<file path="src/design/ipv4p_pkg.sv">
// Shared types and constants for the IPv4 dotted address parser.
// Used by the front classifier, the class queue and the back sequencer.
`default_nettype none

package ipv4p_pkg;

   // Default depth of the queue between the front and the back part.
   localparam int QUEUE_DEPTH = 2;

   // Character codes that the classifier looks for.
   localparam logic [7:0] CHAR_ZERO   = 8'h30;
   localparam logic [7:0] CHAR_NINE   = 8'h39;
   localparam logic [7:0] CHAR_DOT    = 8'h2e;
   localparam logic [7:0] CHAR_LOW_X  = 8'h78;
   localparam logic [7:0] CHAR_HIGH_X = 8'h58;
   localparam logic [7:0] CHAR_SPACE  = 8'h20;
   localparam logic [7:0] CHAR_NUL    = 8'h00;

   // Range limits of the last part, by the number of dots seen.
   localparam logic [31:0] LIMIT_ONE_DOT    = 32'h00ff_ffff;
   localparam logic [31:0] LIMIT_TWO_DOTS   = 32'h0000_ffff;
   localparam logic [31:0] LIMIT_THREE_DOTS = 32'h0000_00ff;

   // Class of one character, as the back part needs it.
   typedef enum logic [2:0] {
      KIND_DIGIT      = 3'd0,
      KIND_HEX_LETTER = 3'd1,
      KIND_X          = 3'd2,
      KIND_DOT        = 3'd3,
      KIND_SPACE      = 3'd4,
      KIND_TERM       = 3'd5,
      KIND_OTHER      = 3'd6
   } char_kind_type;

   // One classified character: its kind and its digit value.
   typedef struct packed {
      char_kind_type kind;
      logic [3:0]    value;
   } char_class_type;

   // Head of the queue as the back part sees it.
   typedef struct packed {
      logic           valid;
      char_class_type entry;
   } queue_head_type;

endpackage

`default_nettype wire

</file>
<file path="src/design/ipv4p_front.sv">
// Front part of the IPv4 dotted address parser: classifies each request byte.
// Depends on ipv4p_pkg for the class types and character codes.
`default_nettype none

module ipv4p_front (
   input  wire logic [7:0]               req_tdata,
   output ipv4p_pkg::char_class_type     entry
);

   // Sort the byte into the kinds the sequencer acts on.
   always_comb begin
      entry.value = req_tdata[3:0];
      if (req_tdata == ipv4p_pkg::CHAR_NUL) begin
         entry.kind = ipv4p_pkg::KIND_TERM;
      end else if (req_tdata inside {[ipv4p_pkg::CHAR_ZERO:ipv4p_pkg::CHAR_NINE]}) begin
         entry.kind = ipv4p_pkg::KIND_DIGIT;
      end else if (req_tdata inside {[8'h61:8'h66], [8'h41:8'h46]}) begin
         // Letters a to f and A to F carry low nibbles 1 to 6.
         entry.kind  = ipv4p_pkg::KIND_HEX_LETTER;
         entry.value = req_tdata[3:0] + 4'd9;
      end else if (req_tdata == ipv4p_pkg::CHAR_LOW_X ||
                   req_tdata == ipv4p_pkg::CHAR_HIGH_X) begin
         entry.kind = ipv4p_pkg::KIND_X;
      end else if (req_tdata == ipv4p_pkg::CHAR_DOT) begin
         entry.kind = ipv4p_pkg::KIND_DOT;
      end else if (req_tdata inside {ipv4p_pkg::CHAR_SPACE, [8'h09:8'h0d]}) begin
         entry.kind = ipv4p_pkg::KIND_SPACE;
      end else begin
         entry.kind = ipv4p_pkg::KIND_OTHER;
      end
   end

endmodule

`default_nettype wire

</file>
<file path="src/design/ipv4p_queue.sv">
// Short queue of classified characters between the front and back parts.
// Depends on ipv4p_pkg for the entry and head types.
`default_nettype none

module ipv4p_queue #(
   parameter int DEPTH = ipv4p_pkg::QUEUE_DEPTH
) (
   input  wire logic                      clock,
   input  wire logic                      reset,
   input  wire logic                      push_valid,
   output logic                           push_ready,
   input  wire ipv4p_pkg::char_class_type push_entry,
   output ipv4p_pkg::queue_head_type      head,
   input  wire logic                      pop
);

   localparam int PTR_W   = (DEPTH > 1) ? $clog2(DEPTH) : 1;
   localparam int COUNT_W = $clog2(DEPTH + 1);
   localparam logic [PTR_W-1:0]   LAST_SLOT = PTR_W'(DEPTH - 1);
   localparam logic [COUNT_W-1:0] FULL_COUNT = COUNT_W'(DEPTH);

   ipv4p_pkg::char_class_type slots_ff [DEPTH];
   logic [PTR_W-1:0]   wr_ptr_ff, wr_ptr_in;
   logic [PTR_W-1:0]   rd_ptr_ff, rd_ptr_in;
   logic [COUNT_W-1:0] count_ff,  count_in;
   logic               do_push;
   logic               do_pop;

   assign push_ready = (count_ff != FULL_COUNT);
   assign do_push    = push_valid && push_ready;
   assign do_pop     = pop && (count_ff != '0);

   assign head.valid = (count_ff != '0);
   assign head.entry = slots_ff[rd_ptr_ff];

   // Pointer and fill count updates, wrapping at the depth.
   always_comb begin
      wr_ptr_in = wr_ptr_ff;
      rd_ptr_in = rd_ptr_ff;
      count_in  = count_ff;
      if (do_push) begin
         wr_ptr_in = (wr_ptr_ff == LAST_SLOT) ? '0 : wr_ptr_ff + 1'b1;
      end
      if (do_pop) begin
         rd_ptr_in = (rd_ptr_ff == LAST_SLOT) ? '0 : rd_ptr_ff + 1'b1;
      end
      if (do_push && !do_pop) begin
         count_in = count_ff + 1'b1;
      end else if (do_pop && !do_push) begin
         count_in = count_ff - 1'b1;
      end
   end

   always_ff @(posedge clock) begin
      if (reset) begin
         wr_ptr_ff <= '0;
         rd_ptr_ff <= '0;
         count_ff  <= '0;
      end else begin
         wr_ptr_ff <= wr_ptr_in;
         rd_ptr_ff <= rd_ptr_in;
         count_ff  <= count_in;
      end
   end

   // Entry storage needs no reset.
   always_ff @(posedge clock) begin
      if (do_push) begin
         slots_ff[wr_ptr_ff] <= push_entry;
      end
   end

endmodule

`default_nettype wire

</file>
<file path="src/design/ipv4p_back.sv">
// Back part of the IPv4 dotted address parser: the per-character sequencer,
// the saved parts and the result register. Depends on ipv4p_pkg.
`default_nettype none

module ipv4p_back (
   input  wire logic                      clock,
   input  wire logic                      reset,
   input  wire ipv4p_pkg::queue_head_type head,
   output logic                           pop,
   output logic                           rsp_tvalid,
   input  wire logic                      rsp_tready,
   output logic                           rsp_valid_res,
   output logic [31:0]                    rsp_address
);

   typedef enum logic [4:0] {
      PH_START  = 5'b00001,
      PH_ZERO   = 5'b00010,
      PH_DIGITS = 5'b00100,
      PH_DONE   = 5'b01000,
      PH_ERROR  = 5'b10000
   } phase_type;

   typedef enum logic [1:0] {
      RADIX_DEC = 2'd0,
      RADIX_OCT = 2'd1,
      RADIX_HEX = 2'd2
   } radix_type;

   phase_type   phase_ff, phase_in;
   radix_type   radix_ff, radix_in;
   logic [31:0] acc_ff,   acc_in;
   logic [1:0]  dots_ff,  dots_in;
   logic [23:0] saved_ff [3];
   logic        save_en;

   logic        out_valid_ff, out_valid_in;
   logic        out_ok_ff,    out_ok_in;
   logic [31:0] out_addr_ff,  out_addr_in;

   logic        out_free;
   logic        is_term;
   logic        load_result;
   radix_type   eff_radix;
   logic [31:0] scaled;
   logic [31:0] digit_sum;
   logic [31:0] merged;
   logic        in_range;
   logic        fin_ok;

   ipv4p_pkg::char_kind_type kind;
   logic [3:0]               value;

   assign kind     = head.entry.kind;
   assign value    = head.entry.value;
   assign out_free = !out_valid_ff || rsp_tready;
   assign is_term  = (kind == ipv4p_pkg::KIND_TERM);

   // A terminator waits until the result register can take its result.
   assign pop         = head.valid && (!is_term || out_free);
   assign load_result = head.valid && is_term && out_free;

   // Scaling of the accumulator by the radix, as shifts and one add.
   assign eff_radix = (phase_ff == PH_ZERO) ? RADIX_OCT : radix_ff;
   always_comb begin
      case (eff_radix)
         RADIX_HEX: scaled = {acc_ff[27:0], 4'b0};
         RADIX_OCT: scaled = {acc_ff[28:0], 3'b0};
         default:   scaled = {acc_ff[28:0], 3'b0} + {acc_ff[30:0], 1'b0};
      endcase
   end
   assign digit_sum = scaled + {28'b0, value};

   // Merge the saved parts with the last part and range check it.
   always_comb begin
      case (dots_ff)
         2'd1: begin
            in_range = (acc_ff <= ipv4p_pkg::LIMIT_ONE_DOT);
            merged   = acc_ff | {saved_ff[0][7:0], 24'b0};
         end
         2'd2: begin
            in_range = (acc_ff <= ipv4p_pkg::LIMIT_TWO_DOTS);
            merged   = acc_ff | {saved_ff[0][7:0], 24'b0} | {saved_ff[1][15:0], 16'b0};
         end
         2'd3: begin
            in_range = (acc_ff <= ipv4p_pkg::LIMIT_THREE_DOTS);
            merged   = acc_ff | {saved_ff[0][7:0], 24'b0} | {saved_ff[1][15:0], 16'b0}
                       | {saved_ff[2], 8'b0};
         end
         default: begin
            in_range = 1'b1;
            merged   = acc_ff;
         end
      endcase
   end
   assign fin_ok = in_range && (phase_ff != PH_START) && (phase_ff != PH_ERROR);

   // Sequencer: next text state for the character at the queue head.
   always_comb begin
      phase_in = phase_ff;
      radix_in = radix_ff;
      acc_in   = acc_ff;
      dots_in  = dots_ff;
      save_en  = 1'b0;
      if (pop) begin
         if (is_term) begin
            phase_in = PH_START;
            radix_in = RADIX_DEC;
            acc_in   = '0;
            dots_in  = '0;
         end else begin
            case (phase_ff)
               PH_START: begin
                  if (kind == ipv4p_pkg::KIND_DIGIT && value == 4'd0) begin
                     phase_in = PH_ZERO;
                     radix_in = RADIX_OCT;
                     acc_in   = '0;
                  end else if (kind == ipv4p_pkg::KIND_DIGIT) begin
                     phase_in = PH_DIGITS;
                     radix_in = RADIX_DEC;
                     acc_in   = {28'b0, value};
                  end else begin
                     phase_in = PH_ERROR;
                  end
               end
               PH_ZERO, PH_DIGITS: begin
                  if (phase_ff == PH_ZERO && kind == ipv4p_pkg::KIND_X) begin
                     radix_in = RADIX_HEX;
                     phase_in = PH_DIGITS;
                  end else begin
                     radix_in = eff_radix;
                     phase_in = PH_DIGITS;
                     case (kind)
                        ipv4p_pkg::KIND_DIGIT: begin
                           acc_in = digit_sum;
                        end
                        ipv4p_pkg::KIND_HEX_LETTER: begin
                           if (eff_radix == RADIX_HEX) begin
                              acc_in = digit_sum;
                           end else begin
                              phase_in = PH_ERROR;
                           end
                        end
                        ipv4p_pkg::KIND_DOT: begin
                           if (dots_ff == 2'd3) begin
                              phase_in = PH_ERROR;
                           end else begin
                              save_en  = 1'b1;
                              dots_in  = dots_ff + 1'b1;
                              phase_in = PH_START;
                              radix_in = RADIX_DEC;
                              acc_in   = '0;
                           end
                        end
                        ipv4p_pkg::KIND_SPACE: begin
                           phase_in = PH_DONE;
                        end
                        default: begin
                           phase_in = PH_ERROR;
                        end
                     endcase
                  end
               end
               default: begin
                  // Finished or failed text: bytes are ignored.
               end
            endcase
         end
      end
   end

   // Result register: loaded by a terminator, cleared once taken.
   always_comb begin
      out_valid_in = out_valid_ff;
      out_ok_in    = out_ok_ff;
      out_addr_in  = out_addr_ff;
      if (load_result) begin
         out_valid_in = 1'b1;
         out_ok_in    = fin_ok;
         out_addr_in  = fin_ok ? merged : '0;
      end else if (rsp_tready) begin
         out_valid_in = 1'b0;
      end
   end

   always_ff @(posedge clock) begin
      if (reset) begin
         phase_ff     <= PH_START;
         radix_ff     <= RADIX_DEC;
         acc_ff       <= '0;
         dots_ff      <= '0;
         out_valid_ff <= 1'b0;
      end else begin
         phase_ff     <= phase_in;
         radix_ff     <= radix_in;
         acc_ff       <= acc_in;
         dots_ff      <= dots_in;
         out_valid_ff <= out_valid_in;
      end
   end

   // Saved parts and result payload need no reset.
   always_ff @(posedge clock) begin
      if (save_en) begin
         saved_ff[dots_ff] <= acc_ff[23:0];
      end
      out_ok_ff   <= out_ok_in;
      out_addr_ff <= out_addr_in;
   end

   assign rsp_tvalid    = out_valid_ff;
   assign rsp_valid_res = out_ok_ff;
   assign rsp_address   = out_addr_ff;

endmodule

`default_nettype wire

</file>
<file path="src/design/ipv4_dotted_address_parser.sv">
// Top level of the IPv4 dotted address parser: front classifier, class queue
// and back sequencer. Depends on ipv4p_pkg and the ipv4p_* modules.
//
//   Channel  Direction  Payload (lowest bit first)
//   req_     in         tdata[7:0] character
//   rsp_     out        tdata[0] valid_res, tdata[32:1] address, tdata[39:33] zero
//
// One character is taken per cycle while the queue has room; the sequencer takes
// one queue entry per cycle unless a terminator waits for the result register, so
// the rate is one request per clock while results are taken. A result is registered
// once its terminating zero byte reaches the queue head.
// A terminator waits in the queue while the result register holds a result
// that has not been taken; characters behind it wait in the queue, and the
// input stalls once the queue is full.
// Synchronous reset clears the queue, the sequencer and the result valid flag.
`default_nettype none

module ipv4_dotted_address_parser #(
   parameter int QUEUE_DEPTH = ipv4p_pkg::QUEUE_DEPTH
) (
   input  wire logic        clock,
   input  wire logic        reset,
   input  wire logic        req_tvalid,
   output logic             req_tready,
   input  wire logic [7:0]  req_tdata,   // [7:0] character
   output logic             rsp_tvalid,
   input  wire logic        rsp_tready,
   output logic [39:0]      rsp_tdata    // [0] valid_res, [32:1] address, [39:33] zero
);

   ipv4p_pkg::char_class_type entry;
   ipv4p_pkg::queue_head_type head;
   logic                      pop;
   logic                      valid_res;
   logic [31:0]               address;

   // Classify the incoming character.
   ipv4p_front u_front (
      .req_tdata (req_tdata),
      .entry     (entry)
   );

   // Decouple the classifier from the sequencer.
   ipv4p_queue #(
      .DEPTH (QUEUE_DEPTH)
   ) u_queue (
      .clock      (clock),
      .reset      (reset),
      .push_valid (req_tvalid),
      .push_ready (req_tready),
      .push_entry (entry),
      .head       (head),
      .pop        (pop)
   );

   // Run the parse and hold the result.
   ipv4p_back u_back (
      .clock         (clock),
      .reset         (reset),
      .head          (head),
      .pop           (pop),
      .rsp_tvalid    (rsp_tvalid),
      .rsp_tready    (rsp_tready),
      .rsp_valid_res (valid_res),
      .rsp_address   (address)
   );

   assign rsp_tdata = {7'b0, address, valid_res};

endmodule

`default_nettype wire

</file>
<file path="config.mk">
export PLATFORM = sky130hd
export DESIGN_NAME = ipv4_dotted_address_parser
export DESIGN_NICKNAME = d
export VERILOG_FILES = /design/src/design/ipv4p_pkg.sv /design/src/design/ipv4p_front.sv /design/src/design/ipv4p_queue.sv /design/src/design/ipv4p_back.sv /design/src/design/ipv4_dotted_address_parser.sv
export SDC_FILE = /design/constraint.sdc
export NUM_CORES = 1
export LEC_CHECK = 0
export BUFFER_PORTS_ARGS = -buffer_cell sky130_fd_sc_hd__buf_4
export CORE_MARGIN = 5
export CORE_UTILIZATION = 40
export DETAILED_ROUTE_END_ITERATION = 10
export PLACE_DENSITY_LB_ADDON = 0.08
export SETUP_SLACK_MARGIN = 0.2
export SYNTH_ARGS = -nofsm -noshare
export SYNTH_HDL_FRONTEND = slang
export SYNTH_SLANG_ARGS = --single-unit
export TNS_END_PERCENT = 100
</file>
<file path="constraint.sdc">
create_clock -name clock -period 6.36 [get_ports clock]
set_input_delay 1.908 -clock clock [delete_from_list [all_inputs] [get_ports clock]]
set_output_delay 1.908 -clock clock [all_outputs]
set_load 0.05 [all_outputs]
</file>
; ---- Word level (Yosys, flattened, before mapping)
; Memory sizes are Yosys's and may differ from the RTL's. A register that Yosys moved wholly into a read port is not among the register bits.
; Index checks and enable logic that the tools add are counted.
[op_classes]
addsub = 8
n_mul = 0
div_mod_pow = 0
magnitude_cmp = 11
n_eq_ne = 27
shift = 0
n_mux = 59
bitwise = 3
n_reduce_logical = 38
[op_table]
columns = operator, count
row1 = $mux W32, 6
row2 = $pmux W32 S3, 2
row3 = $pmux W32 S2, 2
row4 = $or A32 B32 Y32, 3
row5 = $add A32 B32 Y32, 1
row6 = $add A32 B4 Y32, 1
row7 = $le A32 B16 Y1 const B, 1
row8 = $le A32 B24 Y1 const B, 1
row9 = $le A32 B8 Y1 const B, 1
row10 = $mux W2, 15
row11 = $mux W5, 6
row12 = $pmux W5 S4, 1
row13 = $eq A8 B6 Y1 const B, 2
row14 = $eq A8 B7 Y1 const B, 2
row15 = $ge A8 B7 Y1 const B, 2
row16 = $le A8 B7 Y1 const B, 2
row17 = $mux W1, 16
row18 = $logic_and A1 B1 Y1, 15
row19 = $mux W3, 5
row20 = $reduce_bool A2 Y1, 7
row21 = $mux W4, 3
row22 = $pmux W5 S2, 1
row23 = $ge A8 B4 Y1 const B, 1
row24 = $ge A8 B6 Y1 const B, 1
row25 = 36 further kinds, 49
[totals]
ff_bits = 79
latch_bits = 0
mem_bits_rw = 86
rom_bits = 0
output_inout_bits = 42
mem_count = 2
[mem_list]
columns = memory, depth, word_bits, rd, rd_clocked_by_memory_dff, wr, line_no
row1 = u_back.saved_ff, 3, 24, 3, 0, 1, ipv4p_back.sv:34  ; logic [23:0] saved_ff [3];
row2 = u_queue.slots_ff, 2, 7, 1, 1, 1, ipv4p_queue.sv:22  ; ipv4p_pkg::char_class_type slots_ff [DEPTH];

; ---- Logic depth before layout (Yosys ltp)
; Gate-level depths: netlist of the first run.
[depth]
depth_word = 10
ltp_mapped = 21
mapped_depth_nobuf = 16

; ---- Modules after synthesis
; From an unflattened synthesis of the first run, not the netlist that was laid out.
[unflattened]
cells_unflattened = 946
area_unflattened_um2 = 8973.6
[by_module_without_submodules]
columns = module, n_inst, cells_per_inst, area_each_um2, seq_area_each_um2
row1 = ipv4p_back, 1, 848, 7838.8, 3273.1
row2 = ipv4p_queue, 1, 46, 734.5, 520.5
row3 = ipv4p_front, 1, 43, 336.6, 0.0
row4 = ipv4_dotted_address_parser, 1, 9, 63.8, 0.0

; ---- Worst setup path after synthesis of the first run
; Ideal clock, no wire load.
[synth_timing]
path_kind = register to register
startpoint = reg u_back.phase_ff[2]
endpoint = reg u_back.acc_ff[30]
setup_time_ns = 0.122
t_arrival_ns = 4.674
setup_slack_ns = 1.564
stages_incl_launch_ff = 21
path_buffers = 5
cell_sequence = dfxtp_1 -> nor3_1 -> nand3_1 -> nand2b_1 -> ha_1 -> buf_2 -> buf_2 -> buf_1 -> clkbuf_1 -> clkbuf_1 -> o21ai_0 -> ha_1 -> a21oi_1 -> or3_1 -> nor3_1 -> nand3_1 -> nor4_1 -> nand2_1 -> nor3_1 -> mux2_2 -> a221o_1
[synth_between]
elab_chain_cells = 10
elab_cells_between_ends = 22
[synth_rtl]
columns = element, line_no
row1 = from (decl), ipv4p_back.sv:30  ; phase_type phase_ff, phase_in;
row2 = from (signal assigned), ipv4p_back.sv:194  ; phase_ff <= phase_in;
row3 = $eq A5 B2 Y1, "ipv4p_back.sv:64, ipv4p_back.sv:112, ipv4p_back.sv:127"
row4 = $mux W2, ipv4p_back.sv:64  ; assign eff_radix = (phase_ff == PH_ZERO) ? RADIX_OCT : radix_ff;
row5 = $eq A2 B1 Y1 / $eq A2 B2 Y1 (equally long branches), "ipv4p_back.sv:66, ipv4p_back.sv:138"
row6 = $pmux W32 S2, ipv4p_back.sv:66  ; case (eff_radix)
row7 = $add A32 B4 Y32, ipv4p_back.sv:72  ; assign digit_sum = scaled + {28'b0, value};
row8 = $mux W32, ipv4p_back.sv:138  ; if (eff_radix == RADIX_HEX) begin
row9 = $pmux W32 S3, ipv4p_back.sv:133  ; case (kind)
row10 = $mux W32, ipv4p_back.sv:127  ; if (phase_ff == PH_ZERO && kind == ipv4p_pkg::KIND_X) begin
row11 = $pmux W32 S2, ipv4p_back.sv:112  ; case (phase_ff)
row12 = $mux W32, ipv4p_back.sv:106  ; if (is_term) begin
row13 = to (signal assigned), ipv4p_back.sv:196  ; acc_ff <= acc_in;
row14 = to (decl), ipv4p_back.sv:32  ; logic [31:0] acc_ff, acc_in;
; Parallel ways exist; a longest one is shown, timed or not. The select of a mux whose other input is x is not followed.
; A chain may end at the register's enable or synchronous reset.

; ---- Worst setup path after layout of the first run
; Ends and elaborated chain as after synthesis.

==> results.md, run 1 <==
- Critical Path AT: ~5 ns
- CTS clk-pin slew, worst paths: about 0.060 ns
- Fmax: ~210 MHz
- Unrepaired setup endpoints after global routing: false
- Synth Area per Inst: about 9 um^2
- First-pass DRT Iterations: 5
- Final hold vios: 0
- Clock tree buffer depth: 2
- GRT Overall Usage: about 18%
- Setup TNS: 0 ns
- CTS root buffer: clkbuf_16
- DRC Markers: 0
- Layout fillers: roughly 2100
- Routed vias: 7480
- Final period utilization: about three quarters
- Synth Warn #: 0
- Final Power: approximately 2.7 mW
- Wire length per cell: 17.8 um
- Die height: ~160 um
- First-pass GRT wire length: 38300 um
- Crit path kind: reg2reg
- Worst-Skew Late Latency: approximately 0.42 ns
- Setup Viol. Count Final: 0
- Initial drt markers: 539
- Grt total ovfl: 0
- Post CTS Setup Buffer Count: 0
- HPWL Detailed: roughly 17000 um
- Cts repair resizes: 0
- Final Max Slew Viols: 0
- Layout overhead on the synthesized area: 12.9%
- Die width: about 160 um
- Hold depth: 2
- Actual slew at the worst max-slew pin: roughly 0.86 ns
- I/O Buffers: 46
- Worst Reg-to-Reg Cells: 15
- Initial Util: between 40% and 50%
- Max transition margin: 42.9%
- Core ar.: between 0.02 and 0.025 mm^2
- GP Congestion: ~0.84
- Clk sink count: 142
- Antenna Nets Post-Route: 0
- Ys async rst share: 0%
- CP Data Required Time: roughly 6.7 ns
- Clk_skew: approximately 0.011 ns
- P_leak: 3.75 nW
- Total wire length: approximately 23000 um
- NumNets Final: around 1100
- Mapped Area: about 0.0090 mm^2
- Distinct cells, synth: 87
- Pin count of the biggest net entering global routing: between 60 and 70
- Diode count: 0
- Tightest Hold Check Type: reg2reg
- Clock buffer count from CTS: 17
- Synthesized instance count: 996
- Seq/Total Area, Yosys: between 40% and 50%
- Main flop type after synthesis: edfxtp_1
- Outcome: completed
- Hold_buf cts: 0
- H-tree depth: 4
- MaxCap Viol Count: 0
- CTS tree: done
- Pwr Density: approximately 270 mW/mm^2
- Initial antenna violation count: 0
- Crit. End Element: flop
- CP Launch Type: flop
- Crit path max fanout: 67
- FP Rows: between 50 and 60
- Peak VDD IR: approximately 160 uV
- Fraction of layout cells with a size suffix above 1: 11.2%
- DIE AREA: about 0.026 mm^2
- Via density: between 5 and 6
- Final min period: roughly 4.7 ns
- Vias in the first global route: a little over 7000
- #FFs+latches synth: 142
- I/O pins: 54
- Post-synth EDFFs: 95
## cell families (layout without fill, tap and decap cells)
group / after synthesis / in the layout / share of synthesized area, %
other cells: 1 / 7 / 0.0415
buf+inv: 76 / 104 / 3.69
compound gates: 279 / 279 / 20.6
fa+ha+maj: 45 / 45 / 6.39
xor+xnor: 38 / 38 / 3.68
mux: 17 / 17 / 2.03
simple gates: 398 / 398 / 21.6
flops: 142 / 142 / 41.9
## critical path, stage by stage (launching register included)
cell      delay, ns
dfxtp_1        0.36
nor3_1         0.24
nand3_1        0.25
nand2b_1       0.21
ha_2           0.24
buf_4          0.53
a221o_1        0.19
o21ai_0        0.17
or3_1          0.43
nor3_1         0.27
nand3_1        0.29
nor4_1         0.34
nand2_1        0.12
nor3_1         0.29
mux2_2         0.38
a221o_1        0.25
## final timing paths
kind	to	slack [ns]	from
max	u_back.acc_ff[30]	1.68	u_back.phase_ff[2]
max reg2reg	u_back.acc_ff[30]	1.68	u_back.phase_ff[2]
min reg2reg	u_back.radix_ff[0]	0.46	u_back.radix_ff[0]
min	u_back.radix_ff[0]	0.46	u_back.radix_ff[0]
## routing by layer
metal	vias to the layer above	routed length, um	track usage, %	share of wire, %
met5	-	0	0	0
li1	3778	-	-	-
met1	3440	11700	27.2	50
met2	234	10100	27.1	43
met4	0	342	5.48	1.5
met3	28	1290	2.87	5.5
## through the flow
| step | worst slack, ns | utilization (%) | std cells | area [um^2] | hold slack [ns] |
|---|---|---|---|---|---|
| 2_1_floorplan | 1.56 | - | 1002 | 9070 | 0.427 |
| 3_3_place_gp | 1.77 | 42.7 | 1283 | 9570 | 0.447 |
| 3_5_place_dp | 1.69 | 42.7 | 1283 | 9570 | 0.444 |
| 4_1_cts | 1.67 | 45.5 | 1315 | 10200 | 0.454 |
| 5_1_grt | 1.20 | 45.5 | 1315 | 10200 | 0.477 |
| 6_report | 1.68 | 45.5 | 1315 | 10200 | 0.459 |
## cells in the final DEF (no fill, tap or decap), types with 8 or more instances in the layout
master and count:
a211oi_1 11, a21o_1 10, a21oi_1 92, a221o_1 15, a221oi_1 13, a22oi_1 8, a31oi_1 11, and2_1 19
and3_1 10, buf_4 54, clkbuf_16 17, dfxtp_1 47, edfxtp_1 95, ha_1 42, inv_1 17, mux2_2 8
mux2i_1 8, nand2_1 82, nand2b_1 8, nand3_1 17, nand4_1 11, nor2_1 157, nor3_1 30, nor4_1 15
o21a_1 8, o21ai_0 50, or3_1 10, xnor2_1 24, xor2_1 14
## cells in the mapped netlist (all sizes together) (9+ instances only)
master / n / area share, %
mux2i: 9 / 1.0
or3: 10 / 0.69
a31oi: 11 / 0.76
a211oi: 12 / 1.1
buf: 26 / 1.6
dfxtp: 47 / 10
o21ai: 54 / 3.0
nand3: 17 / 0.94
clkbuf: 32 / 1.3
edfxtp: 95 / 32
nor3: 32 / 1.8
inv: 18 / 0.75
xor2: 14 / 1.4
a21o: 10 / 0.83
ha: 43 / 5.9
xnor2: 24 / 2.3
and3: 10 / 0.69
a21oi: 92 / 5.1
a221o: 15 / 1.7
nand2: 84 / 3.5
nor2: 157 / 6.5
a221oi: 14 / 1.4
nand4: 11 / 0.76
nor4: 17 / 1.5
and2: 19 / 1.3
## where the power goes
part | switching, mW | total [mW] | internal, mW
registers | 0.0612 | 1.11 | 1.05
logic | 0.380 | 0.557 | 0.177
clock network | 0.381 | 1.08 | 0.700
total | 0.822 | 2.74 | 1.92
## layout make-up
cell class	instances	area, um^2	share of cell area [%]
sequential	142	3790	37.1
multi-input combinational	784	4950	48.4
tap	285	357	3.49
timing repair buffer	54	405	3.97
inverter	18	67.6	0.661
clock buffer	20	437	4.27
clock inverter	12	209	2.05
## state kept, by name, summed over array words and instances (netlist names), named ones only
register,flops
u_queue.wr_ptr_ff,1
u_back.dots_ff,2
u_queue.slots_ff,14
u_back.radix_ff,2
u_queue.rd_ptr_ff,1
u_back.saved_ff,48
u_back.rsp_address,32
u_back.rsp_tvalid,1
u_back.rsp_valid_res,1
u_back.acc_ff,32
u_back.phase_ff,5
u_queue.count_ff,2
Power figures use the tool's default switching activity.
==> inputs of run 2 (changes only) <==
==> constraint.sdc (replaced) <==
create_clock -name clock -period 4.05 [get_ports clock]
set_input_delay 1.215 -clock clock [delete_from_list [all_inputs] [get_ports clock]]
set_output_delay 1.215 -clock clock [all_outputs]
set_load 0.05 [all_outputs]
==> run 2 against run 1 <==
Compared with the run above:
- clock-buffer cell count fell by 3
- sequential power rose by 53%
- critical endpoint unchanged
- clock skew barely moved
==> results.md, run 2 (same netlist as run 1, synthesis figures left out) <==
- Outcome: completed
- Die width: between 150 and 200 um
- Pin count of the biggest net entering global routing: 40
- Actual slew at the worst max-slew pin: slightly above 0.7 ns
- Via density: approximately 5.7
- CTS clk-pin slew, worst paths: about 0.070 ns
- Total wire length: 25200 um
- Grt peak-use layer: met1
- Post-Layout Inst Area: about 0.011 mm^2
- Crit. End Element: flop
- Antenna Nets Post-Route: 0
- Initial Util: between 40% and 50%
- Worst path max stage delay: roughly 0.58 ns
- Worst-path cell chain: buf_4 -> ha_1 -> buf_4 -> o211ai_2 -> o211ai_1 -> nand2_2 -> and4b_1 -> or4_4 -> nor4_2 -> buf_4 -> nand2_1 -> nor3_2 -> mux2_4 -> a221o_1
- Peak VDD IR: 313 uV
- Clock tree buffer depth: 2
- Pwr Density: about 390 mW/mm^2
- Initial drt markers: 434
- Core ar.: between 0.02 and 0.025 mm^2
- Max transition margin: 52.9%
- Final core occ: 48.2%
- GRT Overall Usage: between 10% and 20%
- Fmax: about 270 MHz
- Final Power: around 4.2 mW
- Initial antenna violation count: 0
- GP Congestion: roughly 0.85
- Critical Path AT: roughly 4.0 ns
- FP Rows: 55
- DRC Markers: 0
- P_leak: a little over 4 nW
- Grt total ovfl: 0
- Most frequent cells in the layout: nor2_1 (156), buf_4 (118), edfxtp_1 (95)
- Wire length per cell: about 18 um
- Fraction of layout cells with a size suffix above 1: approximately a fifth
- Unrepaired setup endpoints after global routing: true
- Final hold vios: 0
- First-pass DRT Iterations: 5
- MaxCap Viol Count: 0
- Hold_buf cts: 0
- Layout Cells excl Fill: between 1000 and 1500
- Crit path kind: reg2reg
- GRT met3 Usage: just under 3%
- Worst-Skew Late Latency: roughly 0.42 ns
- CP delay by family, top: simple AND/OR/NAND/NOR gates
- Diode count: 0
- First-pass GRT wire length: roughly 41000 um
- DIE AREA: between 0.02 and 0.03 mm^2
- Placed instance count: around 1300
- GR Util met2: 29.3%
- Final Max Slew Viols: 0
- Clock buffer count from CTS: 17
- Tightest Hold Check Type: reg2reg
- Vias in the first global route: around 7400
- Max reg flops: 48
- Buffers & Inverters on Critical Path: 3
- CP Launch Type: flop
- Layout overhead on the synthesized area: 19.6%
- I/O Buffers: 46
- HPWL Detailed: approximately 19000 um
- Global Route met1 Usage: approximately 30%
- Cell mode on critical path: buf_4
- H-tree depth: 4
- CTS root buffer: clkbuf_16
- Crit-path slowest cell: or4_4
- Clk_skew: between 0.01 and 0.015 ns
- Clk sink count: around 140
- CTS tree: done
- I/O pins: between 50 and 60
- Final period utilization: roughly nine tenths
- Die height: 160 um
- Hold_ws: roughly 0.47 ns
- Setup Viol. Count Final: 0
- Final min period: ~3.7 ns
- Most common cell after layout, fill and taps aside: nor2_1
- Routed vias: around 7800
- Crit path max fanout: 8
- Area after DPL: 0.0101 mm^2
- Reg with most FFs: u_back.saved_ff
- NumNets Final: around 1100
- CP Data Required Time: about 4.4 ns
## run 2: cell types whose count changed in the layout (fill, tap and decap cells not counted), sizes merged
cell      before  now
buf           54  121
bufinv         5    0
clkbuf        20   17
clkinv         3    4
clkinvlp       2    3
inv           20   26
## run 2: timing repair
action | 4_1_cts | 5_1_grt
resized for setup | 5 | 16
setup buffers | 2 | 2
endpoints found under the setup margin | 3 | 11
pin swaps | 2 | 12
## run 2: final timing paths
path / from / end / slack (ns) / cells past startpoint
min: u_back.radix_ff[0] / u_back.radix_ff[0] / 0.47 / 2
max reg2reg: u_back.acc_ff[2] / u_back.acc_ff[30] / 0.37 / 14
max: u_back.acc_ff[2] / u_back.acc_ff[30] / 0.37 / 14
min reg2reg: u_back.radix_ff[0] / u_back.radix_ff[0] / 0.47 / 2
## run 2: worst min-delay path, stage by stage (launching register included)
cell and delay (ns):
dfxtp_1 0.32, nand2_1 0.05, a21oi_1 0.05
## run 2: metal layers
metal	share of wire [%]	vias to the layer above
li1	-	3905
met1	52	3711
met2	43	182
met3	4.1	12
met4	0.88	0
met5	0	-
## run 2: area by class of cell
class	count	area (um^2)
Inverter	18	67.6
Sequential cell	142	3800
Tap cell	285	357
Timing Repair Buffer	121	937
Multi-Input combinational cell	784	5110
Clock inverter	15	129
Fill cell	2171	11600
Clock buffer	17	425
## run 2: through the flow
stage                     worst slack [ns]  TNS [ns]
final                                0.372         0
after floorplan                     -0.337    -0.470
after global routing                 0.157         0
after global placement               0.151         0
after detailed placement             0.102         0
after CTS                            0.221         0
## run 2: power by group
group          internal (mW)  leakage (nW)  switching (mW)  total [mW]
sequential              1.64          1.24          0.0534        1.70
clock                  0.804         0.265           0.667        1.47
combinational          0.344          2.59           0.681        1.02
==> inputs of run 3 (changes only) <==
--- a/config.mk
+++ b/config.mk
@@ -6,6 +6,7 @@
 export NUM_CORES = 1
 export LEC_CHECK = 0
 export BUFFER_PORTS_ARGS = -buffer_cell sky130_fd_sc_hd__buf_4
+export CAP_MARGIN = 0
 export CORE_MARGIN = 5
 export CORE_UTILIZATION = 40
 export DETAILED_ROUTE_END_ITERATION = 10
==> constraint.sdc (replaced) <==
create_clock -name clock -period 4.05 [get_ports clock]
set_input_delay 0.81 -clock clock [delete_from_list [all_inputs] [get_ports clock]]
set_output_delay 0.81 -clock clock [all_outputs]
set_load 0.05 [all_outputs]
==> run 3 against run 2 <==
Compared with the run above:
- sequential cell count did not move
- global-route usage is 0.20 points lower
- clock skew shrank 0.0010 ns
- setup slack worse by 0.020 ns
- routed wire length shrank 0.14%
- worst hold slack better by 0.0024 ns
- sequential share of layout area barely moved
- register-to-register slack lost 0.02 ns
- critical endpoint unchanged
==> results.md, run 3 (same netlist as run 1, synthesis figures left out) <==
- Final Power: 4.18 mW
- I/O Buffers: 46
- CTS clk-pin slew, worst paths: approximately 0.07 ns
- Cell mode on critical path: nor3_4
- Hold_buf cts: 0
- Peak VDD IR: ~280 uV
- Diode count: 0
- Unrepaired setup endpoints after global routing: true
- Core ar.: 0.0224 mm^2
- Final period utilization: around nine tenths
- Max reg flops: 48
- Crit path max fanout: 5
- FP Rows: between 50 and 60
- Total wire length: 25100 um
- Pwr Density: ~390 mW/mm^2
- CTS tree: done
- Reg with most FFs: u_back.saved_ff
- Routed vias: around 8000
- Final hold vios: 0
- Clock buffer count from CTS: 17
- Final core occ: between 40% and 50%
- Fmax: 270 MHz
- Worst-Skew Late Latency: 0.42 ns
- Critical Path AT: about 4 ns
- Setup Viol. Count Final: 0
- Die height: approximately 160 um
- CP Launch Type: flop
- CP Data Required Time: between 4 and 5 ns
- Fraction of layout cells with a size suffix above 1: 19.3%
- H-tree depth: 4
- Crit path kind: reg2reg
- CP delay by family, top: simple AND/OR/NAND/NOR gates
- Crit-path slowest cell: or3_4
- Grt total ovfl: 0
- Antenna Nets Post-Route: 0
- Crit. End Element: flop
- I/O pins: 54
- First-pass DRT Iterations: 5
- Most common cell after layout, fill and taps aside: nor2_1
- Initial antenna violation count: 0
- P_leak: just over 4 nW
- Clk_skew: between 0.01 and 0.015 ns
- HPWL Detailed: roughly 19000 um
- GRT Overall Usage: 19.4%
- Final Max Slew Viols: 0
- Setup TNS: 0 ns
- Layout fillers: around 2100
- Outcome: completed
- Max transition margin: approximately 59%
- Vias in the first global route: ~7400
- Pin count of the biggest net entering global routing: 43
- Via density: ~5.7
- Clk sink count: 142
- Worst-path cell chain: nor3_4 -> nand3_4 -> nand2_4 -> ha_4 -> and2_4 -> ha_4 -> a21o_1 -> a21oi_2 -> or3_4 -> nor3_4 -> nand3_2 -> nor4_2 -> buf_4 -> nand2_4 -> nor3_4 -> mux2_4 -> a221o_1
- NumNets Final: 1144
- GP Congestion: 0.854
- Area of the multi-input gates: about 0.0051 mm^2
- Actual slew at the worst max-slew pin: 0.609 ns
- Worst path max stage delay: between 0.3 and 0.4 ns
- DRC Markers: 0
- DIE AREA: between 0.02 and 0.03 mm^2
- Buffers & Inverters on Critical Path: 1
- Wire length per cell: ~18 um
- CTS root buffer: clkbuf_16
- Initial drt markers: 566
- MaxCap Viol Count: 0
- Initial Util: roughly 40%
- Sequential cell area: 0.00380 mm^2
- Clock tree buffer depth: 2
- First-pass GRT wire length: around 40000 um
- Die width: between 150 and 200 um
- Final min period: between 3 and 4 ns
- Layout overhead on the synthesized area: 19.8%
- Tightest Hold Check Type: reg2reg
- Most frequent cells in the layout: nor2_1 (155), buf_4 (123), edfxtp_1 (95)
-- run 3: final cells by class --
class / count / area share [%]
Clock buffer: 17 / 3.93
Clock inverter: 15 / 1.19
Inverter: 18 / 0.624
Multi-Input combinational cell: 784 / 47.2
Sequential cell: 142 / 35.1
Tap cell: 285 / 3.29
Timing Repair Buffer: 124 / 8.66
-- run 3: final timing paths --
| path | startpoint | endpoint | slack, ns | cells after the start |
|---|---|---|---|---|
| max | u_back.phase_ff[4] | u_back.acc_ff[30] | 0.35 | 17 |
| min | u_back.radix_ff[0] | u_back.radix_ff[0] | 0.47 | 2 |
| max reg2reg | u_back.phase_ff[4] | u_back.acc_ff[30] | 0.35 | 17 |
| min reg2reg | u_back.radix_ff[0] | u_back.radix_ff[0] | 0.47 | 2 |
-- run 3: layer usage --
layer | global-route usage [%] | up-vias | part of all wire, %
met2 | 28.7 | 203 | 43
met5 | 0 | - | 0
li1 | - | 3908 | -
met1 | 29.1 | 3753 | 50
met3 | 3.21 | 31 | 5.5
met4 | 5.59 | 0 | 1.9
-- run 3: through the flow --
step	cell area [um^2]	hold slack, ns	cells	setup WS, ns
floorplan	9190	0.427	1002	-0.337
global placement	10100	0.447	1346	0.0944
detailed placement	10100	0.453	1346	0.0302
CTS	10700	0.468	1380	0.275
global route	10800	0.493	1385	0.0805
finish	10800	0.470	1385	0.352
-- run 3: where the power goes --
| group | total [mW] | internal, mW | switching (mW) | leakage, nW |
|---|---|---|---|---|
| Clock | 1.46 | 0.802 | 0.658 | 0.265 |
| Combinational | 1.03 | 0.351 | 0.677 | 2.63 |
| Sequential | 1.70 | 1.64 | 0.0522 | 1.24 |
| Total | 4.18 | 2.80 | 1.39 | 4.14 |
-- run 3: worst reg2reg max path: stages, from the launching register on --
cell and delay, ns:
dfxtp_4 0.35, nor3_4 0.24, nand3_4 0.15, nand2_4 0.11
ha_4 0.22, and2_4 0.17, ha_4 0.24, a21o_1 0.11
a21oi_2 0.06, or3_4 0.38, nor3_4 0.22, nand3_2 0.11
nor4_2 0.23, buf_4 0.16, nand2_4 0.05, nor3_4 0.21
mux2_4 0.32, a221o_1 0.25
-- run 3: timing repair --
| item | CTS | global route |
|---|---|---|
| hold endpoints to repair | 0 | 0 |
| pin swaps | 6 | 8 |
| setup buffers | 2 | 5 |
| resized for setup | 6 | 14 |
| setup endpoints to repair | 3 | 11 |
